`src/qltt_pkg.sv`:
```
// Shared types, constants and helpers for the Q-learning timeslice tuner.
// No dependencies; used by every module of the block but qltt_ram.
package qltt_pkg;

  // Default geometry
  localparam int ENTRIES_DEF = 128;
  localparam int Q_WIDTH_DEF = 20;

  // Q table shape per task: 4 states x 3 actions
  localparam int NSTATES  = 4;
  localparam int NACTIONS = 3;
  localparam int QPER     = NSTATES * NACTIONS;

  // Register indexes on the config port
  localparam int CFG_IDX_W = 3;
  localparam logic [CFG_IDX_W-1:0] CFG_LEARN_RATE  = 3'd0;
  localparam logic [CFG_IDX_W-1:0] CFG_DISCOUNT    = 3'd1;
  localparam logic [CFG_IDX_W-1:0] CFG_FAULT_LIM   = 3'd2;
  localparam logic [CFG_IDX_W-1:0] CFG_IPC_HIGH    = 3'd3;
  localparam logic [CFG_IDX_W-1:0] CFG_IPC_MEDIUM  = 3'd4;
  localparam logic [CFG_IDX_W-1:0] CFG_SLICE_INIT  = 3'd5;
  localparam logic [CFG_IDX_W-1:0] CFG_SLICE_FLOOR = 3'd6;
  localparam logic [CFG_IDX_W-1:0] CFG_SLICE_CEIL  = 3'd7;
  localparam int CFG_DATA_W = 16;

  // Register reset values
  localparam logic [8:0]  LEARN_RATE_RST  = 9'd26;
  localparam logic [8:0]  DISCOUNT_RST    = 9'd230;
  localparam logic [15:0] FAULT_LIM_RST   = 16'd100;
  localparam logic [15:0] IPC_HIGH_RST    = 16'd500;
  localparam logic [15:0] IPC_MEDIUM_RST  = 16'd50;
  localparam logic [5:0]  SLICE_INIT_RST  = 6'd10;
  localparam logic [5:0]  SLICE_FLOOR_RST = 6'd2;
  localparam logic [5:0]  SLICE_CEIL_RST  = 6'd50;

  // Workload states
  localparam logic [1:0] ST_CALM   = 2'd0;
  localparam logic [1:0] ST_IPC_MD = 2'd1;
  localparam logic [1:0] ST_IPC_HI = 2'd2;
  localparam logic [1:0] ST_FAULTY = 2'd3;

  // Actions
  localparam logic [1:0] ACT_DEC  = 2'd0;
  localparam logic [1:0] ACT_HOLD = 2'd1;
  localparam logic [1:0] ACT_INC  = 2'd2;

  // Reward constants
  localparam logic [18:0] REWARD_BASE = 19'd100;
  localparam logic [18:0] PEN_CLAMP   = 19'd200;
  localparam logic signed [7:0] REWARD_MIN = -8'sd100;
  localparam logic [5:0] SLICE_STEP = 6'd2;

  typedef struct packed {
    logic [8:0]  learn_rate;
    logic [8:0]  discount;
    logic [15:0] fault_limit;
    logic [15:0] ipc_high_limit;
    logic [15:0] ipc_medium_limit;
    logic [5:0]  slice_initial;
    logic [5:0]  slice_floor;
    logic [5:0]  slice_ceiling;
  } cfg_t;

  // Classified item passed from front to back
  typedef struct packed {
    logic              empty;
    logic [31:0]       id;
    logic [1:0]        ns;
    logic signed [7:0] reward;
  } work_t;

  typedef enum logic [3:0] {
    B_IDLE, B_SCAN0, B_SCAN, B_ALLOC, B_CLEAR, B_INFO,
    B_Q1, B_Q2, B_Q3, B_Q4, B_MUL1, B_MUL2, B_MUL3, B_MUL4, B_WB, B_STEP
  } back_state_t;

  // Offset of Q(state, action) inside one task's row
  function automatic logic [3:0] q_off(input logic [1:0] st, input logic [1:0] act);
    q_off = {1'b0, st, 1'b0} + {2'b00, st} + {2'b00, act};
  endfunction

endpackage

```
`src/qltt_fifo.sv`:
```
// Two-entry queue between front and back end.
// Depends on qltt_pkg.
module qltt_fifo (
  input  logic            clk,
  input  logic            rst,
  input  logic            push,
  input  qltt_pkg::work_t din,
  input  logic            pop,
  output qltt_pkg::work_t dout,
  output logic            full,
  output logic            empty
);

  qltt_pkg::work_t slots [2];
  logic       wr_ptr;
  logic       rd_ptr;
  logic [1:0] count;

  assign full  = (count == 2'd2);
  assign empty = (count == 2'd0);
  assign dout  = slots[rd_ptr];

  // storage
  always_ff @(posedge clk) begin
    if (push) begin
      slots[wr_ptr] <= din;
    end
  end

  // pointers and fill level
  always_ff @(posedge clk) begin
    if (rst) begin
      wr_ptr <= 1'b0;
      rd_ptr <= 1'b0;
      count  <= 2'd0;
    end else begin
      if (push) wr_ptr <= ~wr_ptr;
      if (pop)  rd_ptr <= ~rd_ptr;
      unique case ({push, pop})
        2'b10:   count <= count + 2'd1;
        2'b01:   count <= count - 2'd1;
        default: count <= count;
      endcase
    end
  end

endmodule

```
`config.mk`:
```
export PLATFORM = sky130hd
export DESIGN_NAME = qltt_fifo
export DESIGN_NICKNAME = d
export VERILOG_FILES = /design/src/qltt_pkg.sv /design/src/qltt_fifo.sv
export SDC_FILE = /design/constraint.sdc
export NUM_CORES = 1
export LEC_CHECK = 0
export CAP_MARGIN = 10
export CORE_MARGIN = 5
export CORE_UTILIZATION = 60
export DETAILED_ROUTE_END_ITERATION = 8
export DONT_BUFFER_PORTS = 1
export GPL_ROUTABILITY_DRIVEN = 0
export GPL_TIMING_DRIVEN = 0
export PLACE_DENSITY = 0.76
export SYNTH_ARGS = -nofsm -noshare
export SYNTH_HDL_FRONTEND = slang
export SYNTH_SLANG_ARGS = --single-unit
```
`constraint.sdc`:
```
create_clock -name clk -period 3.95 [get_ports clk]
set_clock_uncertainty 0.2 [all_clocks]
set_input_delay 0.5925 -clock clk [delete_from_list [all_inputs] [get_ports clk]]
set_output_delay 0.5925 -clock clk [all_outputs]
set_load 0.02 [all_outputs]
```
Word level (Yosys, flattened, before mapping). Memory sizes are Yosys's and may differ from the RTL's. A register that Yosys moved wholly into a read port is not among the register bits. Cells that the tools add are included.

Add/sub/neg operators: 2. $mul: 0. Div/mod/pow operators: 0. $lt $le $gt $ge: 0. Eq/ne operators: 3. Shifts and indexed selects: 0. Muxes and demuxes: 5. Bitwise operators: 2. Reduce and logical (&&, ||, !) cells: 2.

Operator list (number): $eq 2x2->1 const B (2); $mux 1 (4); $pmux 2 s2 (1); $add 2x1->2 const B (1); $eq 2x1->1 const B (1); $logic_not 2->1 (1); $not 1->1 (2); $reduce_bool 2->1 (1); $sub 2x1->2 const B (1).

Register bits: 4. Latch bits: 0. Memory bits (writable): 86. ROM bits: 0. Input port bits: 47. Output and inout port bits: 45. Logic and storage cells: 18. Memories kept: 1.

Memory list: slots (words 2, width 43, rd ports 1, clocked after Yosys merged registers in 1, wr ports 1, RTL line qltt_fifo.sv:14) `qltt_pkg::work_t slots [2];`.

Depth between registers and ports, before layout.
Word-level depth: 3. Depth in mapped cells: 5. Mapped depth without buffers: 5.

Worst setup path after synthesis. OpenSTA, ideal clock, no wires.

Path type: input -> register. Start: in push. End: mem slots[0][0] (netlist name) (enable). Library setup time: 0.444 ns. Arrival time: 2.457 ns. Required time: 3.306 ns. Setup slack: 0.848 ns. Stages: 2. Buffers on the path: 0. Cell sequence: inv_1 > nor2_1.

Longest elaborated chain between the ends: 2.

RTL lines: start, declared (RTL line qltt_fifo.sv:6) `input logic push,`; $mux 1 (RTL line qltt_fifo.sv:25) `if (push) begin`; $mux 1 (implied by the code) (RTL line qltt_fifo.sv:26) `slots[wr_ptr] <= din;`; end, declared (RTL line qltt_fifo.sv:14).

No other way between the ends.

==> results.md <==
- Core Area: 0.00544 mm^2
- Critical-path cell list: buf_2 -> buf_2 -> mux2_2
- Avg Inst Size Synth: ~21 um^2
- Met2 GRT Util: 26.3%
- CTS resizes: 0
- Number of buffers created by CTS: 9
- Type of destination of the critical path: output pin
- Slowest CP cell: mux2_2
- CTS tree: done
- Syn Inst Count: approximately 160
- Initial Util: ~60%
- Leakage: around 1.2 nW
- Clk root buf: clkbuf_8
- Vias in the first global route: approximately 1.6k
- GRT Total Usage: between 15 and 20%
- Crit path buf inv count: 2
- Worst setup path end: dout[0]
- First-pass GRT wire length: a little over 8 mm
- Crit share post-route: between 50% and 60%
- Max-cap check violation count: 0
- Power Density: approximately 560 mW/mm^2
- Number of diodes: 0
- Setup_tns: 0 ns
- WP data arrival: around 1.5 ns
- Syn_nets: ~200
- Launch point of the worst reg-to-reg path: wr_ptr$_SDFFE_PP0P_
- CP most frequent cell: buf_2
- Vias: between 1k and 1.5k
- WP data required: 3.16 ns
- VDD IR max: about 0.00032 V
- CTS clock-pin slew for the worst setup and hold paths: approximately 0.080 ns
- Fin crit period: around 2.3 ns
- Cell variety after synth: 14
- Die height: between 80 and 90 um
- Post-Synth Simple-Gate Area: under 10%
- Reg2reg path depth: 2
- Overall Power: slightly above 2 mW
- Post-synthesis sequential area ratio: approximately four fifths
- Overflow after GRT: 0
- Synth-to-layout area growth: 11.5%
- Reg2Reg Setup Slack: between 2 and 2.5 ns
- Post-synthesis mux area share: between 10 and 15%
- Status: complete, no violations
- Slew headroom: ~60%
- Layout Nets: around 220
- YS warnings: 0
- Filler cells: approximately 380
- Antenna violations before repair: 0
- Crit Path Max Fanout: 10
- Final hold violation count: 0
- Largest net degree at the start of global routing: 28
- Synth Cell Area: ~0.0033 mm^2
- Final WS setup: ~1.6 ns
- WL/cell: around 21 um
- Clk sinks: approximately 90
- Peak per-stage delay on the critical path: approximately 0.43 ns
- Worst min-delay path class: primary input to flip-flop
- Compound-Gate Fraction of Synth Area: less than 1%
- Reg2Reg Capture Point: slots[1][10]$_DFFE_PP_
- Hold-fix buffers, CTS: 0
- Layout cells sized above 1: about two fifths
- Iteration-0 DRC Markers: 58
- Die area: ~0.007 mm^2
- Setup-failing EPs final: 0
- Synthesized-area fraction occupied by adder cells: less than 1%
- Num ports: 92
- Die X: around 84 um
- Worst setup SP type: flip-flop
- Residual DRC: 0
- Crit path max-delay family: buffers and inverters
- Number of vias per cell: ~5.5
- XOR/XNOR Fraction of Synth Area: ~1.1%
- Dpl ws: between 1.5 and 2 ns
- Least-Margin Pin Slew: ~0.60 ns
- Wirelength, routed: between 5 and 6 mm
- Post-synthesis sequential element count: 91
- DR pass1 iterations: 4
- Rows: 27
- RSZ-0062 raised after global routing: no
- Met1 usage: around 16%
- Met3 usage: under 10%
- Number of buffers added on ports: 0
- Stages on the worst setup path: 3
- Half-perimeter wire length after placement: ~3.6 mm
- Worst-skew pair later-pin latency: ~0.33 ns
- Max-slew violation count: 0
- Fmax: 434 MHz
- Post-CTS Setup Bufs: 0
- Clock tree buffer depth: 2
- Critical path type: flip-flop to output pin
- H-tree levels: 3
- Global route hottest layer: met2
- Post-detailed-route count of antenna-violating nets: 0
- Largest family of logic cells by synthesized area: multiplexers
flip-flops by register name, indices dropped and copies added, names as in the netlist, named ones only:
name and count:
count 2, rd_ptr 1, slots 86, wr_ptr 1
cells in the mapped netlist:
cell | instances | area, um^2
a21oi_1 | 1 | 5.00
dfxtp_1 | 5 | 100
mux2_2 | 43 | 484
ha_1 | 1 | 12.5
edfxtp_1 | 86 | 2580
or3_1 | 1 | 6.26
inv_1 | 1 | 3.75
xor2_1 | 1 | 8.76
buf_2 | 5 | 25.0
o21ai_0 | 1 | 5.00
and2_1 | 1 | 6.26
xnor2_1 | 3 | 26.3
nor2_1 | 6 | 22.5
and2b_2 | 1 | 8.76
report_power, final:
part           switching, mW  internal, mW
Clock                  0.282         0.416
Sequential            0.0164          1.12
Combinational          0.139        0.0713
Total                  0.437          1.61
logic make-up after synthesis:
logic type	Yosys count
buf+inv	6
simple gates	9
fa+ha+maj	1
compound gates	2
flops	91
mux	43
xor+xnor	4
how the worst min path moves through the flow:
| stage | startpoint | slack (ns) | depth (start not counted) | end |
|---|---|---|---|---|
| floorplan | count[1]$_SDFFE_PP0P_ | 0.26 | 2 | count[1]$_SDFFE_PP0P_ |
| finish | rst | 0.12 | 1 | count[0]$_SDFFE_PP0P_ |
| CTS | rst | 0.10 | 1 | count[0]$_SDFFE_PP0P_ |
| detailed placement | rd_ptr$_SDFFE_PP0P_ | 0.32 | 2 | flip-flop |
| global placement | count[1]$_SDFFE_PP0P_ | 0.27 | 2 | count[1]$_SDFFE_PP0P_ |
| global route | rst | 0.1 | 1 | count[0]$_SDFFE_PP0P_ |
stage by stage:
stage               area [um^2]  util (%)  cells  hold slack, ns
CTS                        3670      67.6    246           0.105
floorplan                  3300         -    156           0.261
global route               3670      67.6    246          0.0961
finish                     3670      67.6    246           0.117
global placement           3390      62.3    228           0.274
detailed placement         3440      63.3    230           0.316
cell usage in the layout, fill, tap and decap left out:
cell type / synthesis / layout
mux2_2: 43 / 43
o21ai_0: 1 / 1
xor2_1: 1 / 1
and2b_2: 1 / 1
buf_16: 0 / 1
a21oi_1: 1 / 1
and2_2: 0 / 1
edfxtp_1: 86 / 86
inv_1: 1 / 1
clkinv_1: 0 / 1
nor2_4: 0 / 1
clkbuf_1: 0 / 1
ha_1: 1 / 1
nor2_1: 6 / 5
buf_2: 5 / 5
clkbuf_8: 0 / 9
buf_12: 0 / 1
xnor2_1: 3 / 3
bufinv_16: 0 / 3
dfxtp_1: 5 / 5
clkinv_2: 0 / 2
or3_1: 1 / 1
metal layers:
layer	up-vias	share of wire (%)
met2	59	54
met4	0	2.8
met1	648	33
met5	-	0
met3	14	10
li1	629	-
layout make-up:
class | instances | area (um^2) | area share (%)
buffer | 5 | 25.0 | 0.681
clock buffer | 10 | 128 | 3.47
clock inverter | 6 | 104 | 2.83
inverter | 1 | 3.75 | 0.102
multi-input combinational | 59 | 594 | 16.2
sequential | 91 | 2680 | 73.0
tap | 72 | 90.1 | 2.45
timing repair buffer | 2 | 47.5 | 1.29
worst register-to-register path, stage by stage (launching register included):
cell,delay [ns]
dfxtp_1,0.41
and2_2,0.47
buf_12,0.25
(Power assumes the default switching activity.)
