$ cat config.mk
export PLATFORM = sky130hd
export DESIGN_NAME = qltt_front
export DESIGN_NICKNAME = d
export VERILOG_FILES = /design/src/qltt_pkg.sv /design/src/qltt_front.sv
export SDC_FILE = /design/constraint.sdc
export NUM_CORES = 1
export LEC_CHECK = 0
export BUFFER_PORTS_ARGS = -buffer_cell sky130_fd_sc_hd__buf_2
export CAP_MARGIN = 20
export CORE_AREA = 3 3 101 103
export DETAILED_ROUTE_END_ITERATION = 10
export DIE_AREA = 0 0 104 106
export GPL_TIMING_DRIVEN = 0
export MAX_ROUTING_LAYER = met4
export PLACE_DENSITY = 0.71
export SYNTH_ARGS = -nofsm -noshare
export SYNTH_HDL_FRONTEND = slang
export SYNTH_SLANG_ARGS = --single-unit
export TNS_END_PERCENT = 50
$ cat constraint.sdc
create_clock -name vclk -period 2.4
set_input_delay 0 -clock vclk [all_inputs]
set_output_delay 0 -clock vclk [all_outputs]
set_load 0.02 [all_outputs]
$ cat src/qltt_pkg.sv
// Shared types, constants and helpers for the Q-learning timeslice tuner.
// No dependencies; used by every module of the block but qltt_ram.
package qltt_pkg;

  // Default geometry
  localparam int ENTRIES_DEF = 128;
  localparam int Q_WIDTH_DEF = 20;

  // Q table shape per task: 4 states x 3 actions
  localparam int NSTATES  = 4;
  localparam int NACTIONS = 3;
  localparam int QPER     = NSTATES * NACTIONS;

  // Register indexes on the config port
  localparam int CFG_IDX_W = 3;
  localparam logic [CFG_IDX_W-1:0] CFG_LEARN_RATE  = 3'd0;
  localparam logic [CFG_IDX_W-1:0] CFG_DISCOUNT    = 3'd1;
  localparam logic [CFG_IDX_W-1:0] CFG_FAULT_LIM   = 3'd2;
  localparam logic [CFG_IDX_W-1:0] CFG_IPC_HIGH    = 3'd3;
  localparam logic [CFG_IDX_W-1:0] CFG_IPC_MEDIUM  = 3'd4;
  localparam logic [CFG_IDX_W-1:0] CFG_SLICE_INIT  = 3'd5;
  localparam logic [CFG_IDX_W-1:0] CFG_SLICE_FLOOR = 3'd6;
  localparam logic [CFG_IDX_W-1:0] CFG_SLICE_CEIL  = 3'd7;
  localparam int CFG_DATA_W = 16;

  // Register reset values
  localparam logic [8:0]  LEARN_RATE_RST  = 9'd26;
  localparam logic [8:0]  DISCOUNT_RST    = 9'd230;
  localparam logic [15:0] FAULT_LIM_RST   = 16'd100;
  localparam logic [15:0] IPC_HIGH_RST    = 16'd500;
  localparam logic [15:0] IPC_MEDIUM_RST  = 16'd50;
  localparam logic [5:0]  SLICE_INIT_RST  = 6'd10;
  localparam logic [5:0]  SLICE_FLOOR_RST = 6'd2;
  localparam logic [5:0]  SLICE_CEIL_RST  = 6'd50;

  // Workload states
  localparam logic [1:0] ST_CALM   = 2'd0;
  localparam logic [1:0] ST_IPC_MD = 2'd1;
  localparam logic [1:0] ST_IPC_HI = 2'd2;
  localparam logic [1:0] ST_FAULTY = 2'd3;

  // Actions
  localparam logic [1:0] ACT_DEC  = 2'd0;
  localparam logic [1:0] ACT_HOLD = 2'd1;
  localparam logic [1:0] ACT_INC  = 2'd2;

  // Reward constants
  localparam logic [18:0] REWARD_BASE = 19'd100;
  localparam logic [18:0] PEN_CLAMP   = 19'd200;
  localparam logic signed [7:0] REWARD_MIN = -8'sd100;
  localparam logic [5:0] SLICE_STEP = 6'd2;

  typedef struct packed {
    logic [8:0]  learn_rate;
    logic [8:0]  discount;
    logic [15:0] fault_limit;
    logic [15:0] ipc_high_limit;
    logic [15:0] ipc_medium_limit;
    logic [5:0]  slice_initial;
    logic [5:0]  slice_floor;
    logic [5:0]  slice_ceiling;
  } cfg_t;

  // Classified item passed from front to back
  typedef struct packed {
    logic              empty;
    logic [31:0]       id;
    logic [1:0]        ns;
    logic signed [7:0] reward;
  } work_t;

  typedef enum logic [3:0] {
    B_IDLE, B_SCAN0, B_SCAN, B_ALLOC, B_CLEAR, B_INFO,
    B_Q1, B_Q2, B_Q3, B_Q4, B_MUL1, B_MUL2, B_MUL3, B_MUL4, B_WB, B_STEP
  } back_state_t;

  // Offset of Q(state, action) inside one task's row
  function automatic logic [3:0] q_off(input logic [1:0] st, input logic [1:0] act);
    q_off = {1'b0, st, 1'b0} + {2'b00, st} + {2'b00, act};
  endfunction

endpackage

$ cat src/qltt_front.sv
// Front end: accepts input transfers, computes the reward and the new state.
// Depends on qltt_pkg.
module qltt_front (
  input  logic               s_tvalid,
  output logic               s_tready,
  input  logic [127:0]       s_tdata,
  input  logic               s_tuser,
  input  qltt_pkg::cfg_t     cfg,
  input  logic               q_full,
  output logic               push,
  output qltt_pkg::work_t    item
);

  localparam logic [8:0] REWARD_BASE_9 = qltt_pkg::REWARD_BASE[8:0];

  logic [31:0] task_id;
  logic [15:0] stall_count;
  logic [15:0] latency_ms;
  logic [31:0] fault_count;
  logic [31:0] ipc_count;
  logic [18:0] penalty;
  logic [8:0]  reward_raw;

  assign task_id     = s_tdata[31:0];
  assign stall_count = s_tdata[47:32];
  assign latency_ms  = s_tdata[63:48];
  assign fault_count = s_tdata[95:64];
  assign ipc_count   = s_tdata[127:96];

  assign s_tready = !q_full;
  assign push     = s_tvalid && !q_full;

  // penalty = 2*stall + 5*latency, reward clamped at the low end
  assign penalty    = {2'b00, stall_count, 1'b0} + {1'b0, latency_ms, 2'b00}
                    + {3'b000, latency_ms};
  assign reward_raw = REWARD_BASE_9 - {1'b0, penalty[7:0]};

  always_comb begin
    item.empty = s_tuser;
    item.id    = task_id;
    if (penalty >= qltt_pkg::PEN_CLAMP) begin
      item.reward = qltt_pkg::REWARD_MIN;
    end else begin
      item.reward = $signed(reward_raw[7:0]);
    end
    // state classification, faults first
    priority if (fault_count > {16'b0, cfg.fault_limit}) begin
      item.ns = qltt_pkg::ST_FAULTY;
    end else if (ipc_count > {16'b0, cfg.ipc_high_limit}) begin
      item.ns = qltt_pkg::ST_IPC_HI;
    end else if (ipc_count > {16'b0, cfg.ipc_medium_limit}) begin
      item.ns = qltt_pkg::ST_IPC_MD;
    end else begin
      item.ns = qltt_pkg::ST_CALM;
    end
  end

endmodule

* Word level (Yosys, flattened, before mapping)
Cells that the tools add are included.
** Storage, ports and cells
- Logic and storage cells :: 13
- Input bits :: 215
- Flip-flop bits (word level) :: 0
- Output and inout bits :: 45
** Operators by class
- Reductions and logical operators :: 2
- Muxes and demuxes :: 4
- $lt $le $gt $ge :: 4
- Add/sub/neg operators :: 3
** Operators with widths (number)
- 32-bit by 16-bit greater-than comparator with 1-bit output :: 3
- 17-bit by 18-bit adder with 19-bit output :: 1
- 19-bit by 16-bit adder with 19-bit output :: 1
- 19-bit by 8-bit greater-or-equal comparator with 1-bit output (second input constant) :: 1
- 8-bit two-way mux :: 1
- 7-bit by 8-bit subtractor with 8-bit output (first input constant) :: 1
- 2-bit two-way mux :: 2
- 1-bit logical AND :: 1
- 1-bit zero test :: 1
- 1-bit two-way mux :: 1

* Logic depth before layout (Yosys ltp)
Gate-level depths: netlist of the first run.
- Depth after elaboration :: 4
- Mapped depth :: 13
- Mapped depth without buffers :: 13

* Least setup slack after synthesis of the first run
OpenSTA, ideal clock, no wires.
- Path kind :: input -> output
- From :: input port s_tdata[37]
- To :: output port item[0] (netlist name)
- Path slack :: -0.520 ns
- Cell stages on the path :: 9
- Required time :: 2.400 ns
- Data arrival time :: 2.920 ns
- Path buffers :: 0
- Path through :: fa_1 ha_1 and2_4 a221oi_2 nand2_2 a221oi_2 mux2i_1 o211ai_1 nor4_1
** RTL lines
- start: declaration :: line qltt_front.sv:6 : input logic [127:0] s_tdata,
- end: declaration :: line qltt_front.sv:11 : output qltt_pkg::work_t item

==> results of run 1 <==
==> final cells by class <==
type,count,area share
Multi-Input combinational cell,280,0.610
Timing Repair Buffer,205,0.250
Buffer,34,0.0553
Inverter,60,0.0499
Tap cell,129,0.0350
==> worst max path at each step <==
stage                    to  cells past startpoint   startpoint
global placement    item[2]                     11  s_tdata[54]
finish              item[3]                     11  s_tdata[56]
global route        item[2]                     15  s_tdata[33]
detailed placement  item[3]                     15  s_tdata[48]
CTS                 item[3]                     11  s_tdata[56]
floorplan           item[2]                      9  s_tdata[36]
==> logic make-up after synthesis <==
logic type,after synthesis
mux,3
fa+ha+maj,82
simple gates,88
buf+inv,96
compound gates,97
xor+xnor,10
==> cells in the final DEF, fill, tap and decap left out, types with 3 or more instances in the layout <==
cell	n
buf_6	11
fa_1	13
xnor2_1	5
ha_1	58
o211ai_1	8
and4_1	3
o21a_1	4
a21o_1	15
nor2b_1	6
nor3_1	3
nand2_1	13
and3_1	4
ha_4	8
or2_2	3
nor2_1	8
buf_2	177
nor4_1	8
nand3_1	5
nand4_1	11
o21ai_1	4
xor2_2	3
a21oi_4	3
inv_1	56
or4_4	4
o21ai_0	15
nand2b_1	4
buf_4	49
a21oi_1	23
==> repair_timing <==
action,in CTS,in global routing
pin swaps,25,35
setup endpoints to repair,8,8
resized for setup,36,39
hold buffers,0,0
setup buffers,12,3
==> power groups by stage <==
stage | clock network [mW] | logic [mW] | registers [mW]
CTS | 0 | 1.43 | 0
global placement | 0 | 1.22 | 0
floorplan | 0 | 0.906 | 0
finish | 0 | 1.54 | 0
detailed placement | 0 | 1.24 | 0
global route | 0 | 1.70 | 0
==> layer usage <==
layer	vias to the layer above	track usage
li1	1720	-
met1	1516	0.200
met2	131	0.303
met3	8	0.0219
met4	0	0.0152
met5	-	-
==> results.sh, run 1 <==
export IMPL_outcome="finished with violations"
export IMPL_violations="setup timing"
export IMPL_route_met3_wl_um=597
export IMPL_ios=260
export IMPL_synth_area_per_cell_um2=7.86
export IMPL_dieArea_mm2=0.0110
export IMPL_slowest_stage="fa_1"
export IMPL_path_buf_inv=2
export IMPL_hpwl_um=8390
export IMPL_antenna_found_initial=0
export IMPL_slew_headroom=0.592
export IMPL_layoutNonFillerInstCount=708
export IMPL_top_layer_used="met4"
export IMPL_synth_adder_area_share=0.385
export IMPL_avgViaCountPerCell=4.77
export IMPL_grt_pass1_vias=3468
export IMPL_regArea_um2=0
export IMPL_wl_per_cell_um=13.5
export IMPL_internal_power_mw=0.733
export IMPL_yosysMostFrequentCell="ha_1"
export IMPL_place_congestion=0.858
export IMPL_startpoint_type="primary input"
export IMPL_final_area_mm2=0.00461
export IMPL_synth_top_family_by_area="adder cells"
export IMPL_synth_net_count=673
export IMPL_min_from="s_tdata[11]"
export IMPL_drc=0
export IMPL_p_leak_nw=2.45
export IMPL_post_route_period_util=1.25
export IMPL_synth_top_cell_area_share=0.284
export IMPL_fin_ws_ns=-0.602
export IMPL_powerDensity_mw_per_mm2=333
export IMPL_synth_largest_area_cell="ha_1"
export IMPL_ant_nets=0
export IMPL_crit_fanout=7
export IMPL_wl_um=9520
export IMPL_arrival_ns=3.00
export IMPL_max_freq_mhz=333
export IMPL_core_area_mm2=0.00928
export IMPL_setup_violations=8
export IMPL_power_mw=1.54
export IMPL_crit_family="compound AO/OA/AOI/OAI gates"
export IMPL_fillerInstances=908
export IMPL_synth_area_mm2=0.00295
export IMPL_dpl_cell_area_mm2=0.00418
export IMPL_min_path_type="in -> out"
export IMPL_synth_area_leaders="ha_1 (28%), fa_1 (10%), buf_4 (8.6%)"
export IMPL_rsz0062_at_grt="yes"
export IMPL_synthTopCellsByCount="ha_1 (67), inv_1 (60), buf_4 (34), a21oi_1 (26), o21ai_0 (19)"
export IMPL_preCtsSetupSlack_ns=-0.816
export IMPL_rows=35
export IMPL_initial_core_util=0.318
export IMPL_cp_end_kind="output port"
export IMPL_grt_pass1_wl_um=15400
export IMPL_dr_first_iter_drc_count=71
export IMPL_nets=878
export IMPL_firstDrtPassIters=4
export IMPL_synth_cells=376
export IMPL_whs_ns=0.217
export IMPL_dr_total_vias=3375
export IMPL_synth_simple_area_share=0.171
export IMPL_min_period_ns=3.00
export IMPL_yosys_warnings=0
export IMPL_synth_compound_area_frac=0.235
export IMPL_die_x_um=104
export IMPL_globalRouteTotalUtil=0.165
export IMPL_drive_above_1_share=0.515
export IMPL_cp_required_ns=2.40
export IMPL_holdPathEnd="item[21]"
export IMPL_multi_input_area_mm2=0.00281
export IMPL_seq_cells=0
export IMPL_synthXorXnorAreaFrac=0.0296
export IMPL_port_buffers=191
export IMPL_switchingPower_mw=0.805
export IMPL_critical_path_class="in -> out"
export IMPL_antenna_diode_count=0
export IMPL_met1_length_um=3970
export IMPL_drv_slew=0
export IMPL_p_clk_frac=0
export IMPL_tns_ns=-4.12
export IMPL_nClkBuffers=0
export IMPL_synth_distinct_cells=52
export IMPL_worstMarginPinSlew_ns=0.605
export IMPL_crit_chain="buf_8, fa_1, ha_4, a21oi_4, o21ai_4, a21o_2, a221oi_4, mux2i_4, o211ai_1, or4_4, buf_6"
export IMPL_whs_path_depth=2
export IMPL_dieHeight_um=106
export IMPL_swShare=0.523
export IMPL_yosysSeqAreaShare=0
export IMPL_grt_ovfl_total=0
export IMPL_synth_area_mux_share=0.0106
export IMPL_finalCoreUtilization=0.497
export IMPL_peakVddDrop_uv=151
export IMPL_grt_max_degree=10
export IMPL_cpPeakStageDelay_ns=0.58
export IMPL_hold_viol_final=0
export IMPL_max_cap_violations=0
export IMPL_placed_cells=696
export IMPL_wl_met2_um=4890
export IMPL_seqPwrFrac=0
export IMPL_synthToLayoutAreaGrowth_pct=56.2
export IMPL_p_comb_frac=1.000
(Power assumes the default switching activity.)
==> run 2: changes to the inputs <==
==> constraint.sdc (replaced) <==
create_clock -name vclk -period 2.4
set_input_delay 0.48 -clock vclk [all_inputs]
set_output_delay 0.48 -clock vclk [all_outputs]
set_load 0.02 [all_outputs]
==> results.sh, run 2 (synthesized netlist as in run 1, its figures left out) <==
export IMPL_outcome="finished with violations"
export IMPL_violations="setup timing"
export IMPL_rsz0062_at_grt="yes"
export IMPL_peakVddDrop_uv=127
export IMPL_antenna_found_initial=0
export IMPL_dr_total_vias=3380
export IMPL_final_common_cell="buf_2"
export IMPL_drc=0
export IMPL_min_path_type="in -> out"
export IMPL_place_congestion=0.858
export IMPL_critical_path_class="in -> out"
export IMPL_grt_ovfl_total=0
export IMPL_preCtsSetupSlack_ns=-1.78
export IMPL_wl_um=9470
export IMPL_dieArea_mm2=0.0110
export IMPL_arrival_ns=3.47
export IMPL_avgViaCountPerCell=4.77
export IMPL_layout_common_cells="buf_2 (175), ha_1 (59), inv_1 (56)"
export IMPL_seq_cells=0
export IMPL_placed_cells=696
export IMPL_hpwl_um=8390
export IMPL_firstDrtPassIters=4
export IMPL_cp_end_kind="output port"
export IMPL_drive_above_1_share=0.510
export IMPL_drv_slew=0
export IMPL_fillerInstances=904
export IMPL_hold_viol_final=0
export IMPL_rows=35
export IMPL_fin_ws_ns=-1.55
export IMPL_post_route_period_util=1.65
export IMPL_layoutNonFillerInstCount=709
export IMPL_crit_fanout=7
export IMPL_ios=260
export IMPL_startpoint_type="primary input"
export IMPL_port_buffers=191
export IMPL_wl_per_cell_um=13.4
export IMPL_worstMarginPinSlew_ns=0.609
export IMPL_grt_max_degree=10
export IMPL_tns_ns=-12.96
export IMPL_regArea_um2=0
export IMPL_max_freq_mhz=253
export IMPL_slew_headroom=0.593
export IMPL_powerDensity_mw_per_mm2=331
export IMPL_core_area_mm2=0.00928
export IMPL_max_cap_violations=0
export IMPL_p_leak_nw=2.46
export IMPL_dpl_cell_area_mm2=0.00418
export IMPL_dieHeight_um=106
export IMPL_dr_first_iter_drc_count=69
export IMPL_setup_violations=10
export IMPL_nClkBuffers=0
export IMPL_nets=879
export IMPL_antenna_diode_count=0
export IMPL_min_period_ns=3.95
export IMPL_cp_required_ns=1.92
export IMPL_grt_pass1_vias=3474
export IMPL_final_area_mm2=0.00462
export IMPL_ant_nets=0
export IMPL_globalRouteTotalUtil=0.165
export IMPL_initial_core_util=0.318
export IMPL_whs_ns=1.18
export IMPL_die_x_um=104
export IMPL_grt_pass1_wl_um=15400
export IMPL_synthToLayoutAreaGrowth_pct=56.5
## run 2: critical path, cell delays in order
cell and delay (ns):
buf_8 0.10, fa_1 0.58, ha_4 0.23, a21oi_4 0.16
o21ai_4 0.09, a21o_2 0.25, a221oi_4 0.33, mux2i_4 0.39
o211ai_1 0.18, or4_4 0.52, buf_6 0.15
## run 2: final timing paths
path,cells past startpoint,slack (ns),end,from
max,11,-1.55,item[4],s_tdata[56]
min,2,1.18,item[21],s_tdata[11]
## run 2: report_power, final
part / total, mW / leakage, nW / switching, mW / internal (mW)
logic: 1.53 / 2.46 / 0.803 / 0.727
clock network: 0 / 0 / 0 / 0
registers: 0 / 0 / 0 / 0
## run 2: repair_timing
item	CTS	global route
gates resized for setup	39	38
endpoints found under the hold margin	0	0
hold buffers	0	0
setup buffers	13	2
gates cloned	0	0
endpoints found under the setup margin	10	10
pin swaps	29	31
## run 2: area by class of cell
| type | instances | area (um^2) | share of cell area |
|---|---|---|---|
| buffer | 35 | 267 | 0.0577 |
| tap | 129 | 161 | 0.0349 |
| inverter | 60 | 230 | 0.0498 |
| multi-input combinational | 280 | 2800 | 0.606 |
| timing repair buffer | 205 | 1160 | 0.251 |
## run 2: stage by stage
step                total power, mW   util
detailed placement             1.24  0.451
global route                   1.69  0.498
floorplan                     0.906      -
global placement               1.22  0.451
CTS                            1.45  0.483
finish                         1.53  0.498
## run 2: per-layer routing
| layer | track usage | part of all wire |
|---|---|---|
| met5 | - | 0 |
| met4 | 0.0152 | 0.0067 |
| met3 | 0.0219 | 0.060 |
| met2 | 0.305 | 0.51 |
| met1 | 0.199 | 0.42 |
==> run 3: changes to the inputs <==
PLACE_DENSITY = unset   (was 0.71)
PLACE_DENSITY_LB_ADDON = 0.2   (was unset)
==> results.sh, run 3 (synthesized netlist as in run 1, its figures left out) <==
export IMPL_dr_total_vias=3448
export IMPL_violations="setup timing"
export IMPL_globalRouteTotalUtil=0.157
export IMPL_startpoint_type="primary input"
export IMPL_rows=35
export IMPL_ant_nets=0
export IMPL_p_leak_nw=2.46
export IMPL_grt_max_degree=10
export IMPL_fin_ws_ns=-1.57
export IMPL_ios=260
export IMPL_place_congestion=0.796
export IMPL_min_from="s_tdata[31]"
export IMPL_grt_pass1_wl_um=14600
export IMPL_synthToLayoutAreaGrowth_pct=56.0
export IMPL_seqPwrFrac=0
export IMPL_min_path_type="in -> out"
export IMPL_max_freq_mhz=252
export IMPL_critical_path_class="in -> out"
export IMPL_power_mw=1.52
export IMPL_min_period_ns=3.97
export IMPL_grt_pass1_vias=3478
export IMPL_setup_violations=10
export IMPL_swShare=0.524
export IMPL_rsz0062_at_grt="yes"
export IMPL_drv_slew=0
export IMPL_avgViaCountPerCell=4.84
export IMPL_antenna_diode_count=0
export IMPL_firstDrtPassIters=4
export IMPL_nClkBuffers=0
export IMPL_drive_above_1_share=0.516
export IMPL_drc=0
export IMPL_final_area_mm2=0.00461
export IMPL_wl_um=9510
export IMPL_crit_fanout=7
export IMPL_wl_per_cell_um=13.4
export IMPL_internal_power_mw=0.723
export IMPL_hpwl_um=8360
export IMPL_die_x_um=104
export IMPL_port_buffers=191
export IMPL_antenna_found_initial=0
export IMPL_layout_common_cells="buf_2 (175), ha_1 (58), inv_1 (56)"
export IMPL_post_route_period_util=1.65
export IMPL_whs_ns=1.18
export IMPL_p_comb_frac=1.000
export IMPL_dieArea_mm2=0.0110
export IMPL_nets=882
export IMPL_tns_ns=-13.13
export IMPL_max_cap_violations=0
export IMPL_seq_cells=0
export IMPL_dr_first_iter_drc_count=98
export IMPL_regArea_um2=0
export IMPL_worstMarginPinSlew_ns=0.522
export IMPL_finalCoreUtilization=0.496
export IMPL_peakVddDrop_uv=147
export IMPL_switchingPower_mw=0.794
export IMPL_dpl_cell_area_mm2=0.00418
export IMPL_initial_core_util=0.318
export IMPL_arrival_ns=3.49
export IMPL_hold_viol_final=0
export IMPL_final_common_cell="buf_2"
export IMPL_cp_required_ns=1.92
export IMPL_cp_end_kind="output port"
export IMPL_core_area_mm2=0.00928
export IMPL_powerDensity_mw_per_mm2=329
export IMPL_p_clk_frac=0
export IMPL_outcome="finished with violations"
export IMPL_slew_headroom=0.652
export IMPL_dieHeight_um=106
export IMPL_whs_path_depth=2
export IMPL_grt_ovfl_total=0
export IMPL_critPathLaunch="s_tdata[62]"
-- run 3: path summary, 6_finish.rpt --
| path | to |
|---|---|
| setup / recovery | item[2] |
| hold / removal | item[41] |
-- run 3: final cells by class --
| type | instances | area, um^2 |
|---|---|---|
| inverters | 60 | 228 |
| multi-input cells | 280 | 2770 |
| plain buffers | 36 | 278 |
| repair buffers | 207 | 1170 |
| fillers | 948 | 4680 |
| well taps | 129 | 161 |
-- run 3: power by group through the flow --
stage	sequential [mW]	clock, mW	combinational [mW]
after floorplan	0	0	0.906
after global placement	0	0	1.22
after detailed placement	0	0	1.25
after CTS	0	0	1.44
after global routing	0	0	1.67
final	0	0	1.52
-- run 3: stage by stage --
stage	setup WS (ns)	instances
floorplan	-1.26	376
global placement	-1.76	696
global route	-1.69	712
finish	-1.57	712
CTS	-1.57	707
detailed placement	-1.83	696
-- run 3: timing repair --
item | in CTS | in global routing
cloned | 0 | 0
hold buffers | 0 | 0
gates resized for setup | 44 | 23
pin swaps | 27 | 20
setup buffers | 12 | 5
setup endpoints to repair | 10 | 10
-- run 3: worst max-delay path: stages --
cell and delay [ns]:
buf_6 0.10, fa_1 0.49, ha_1 0.30, buf_6 0.09, o21ai_1 0.04, and3b_2 0.21
a2111oi_4 0.35, o311ai_2 0.16, a211oi_2 0.30, o2111ai_4 0.22, or4_4 0.59, buf_6 0.15
-- run 3: layer usage --
layer | vias up | track usage | part of all wire
met3 | 6 | 0.00789 | 0.050
met2 | 133 | 0.314 | 0.55
met4 | 0 | 0.00855 | 0.0060
met5 | - | - | 0
met1 | 1576 | 0.179 | 0.39
li1 | 1733 | - | -
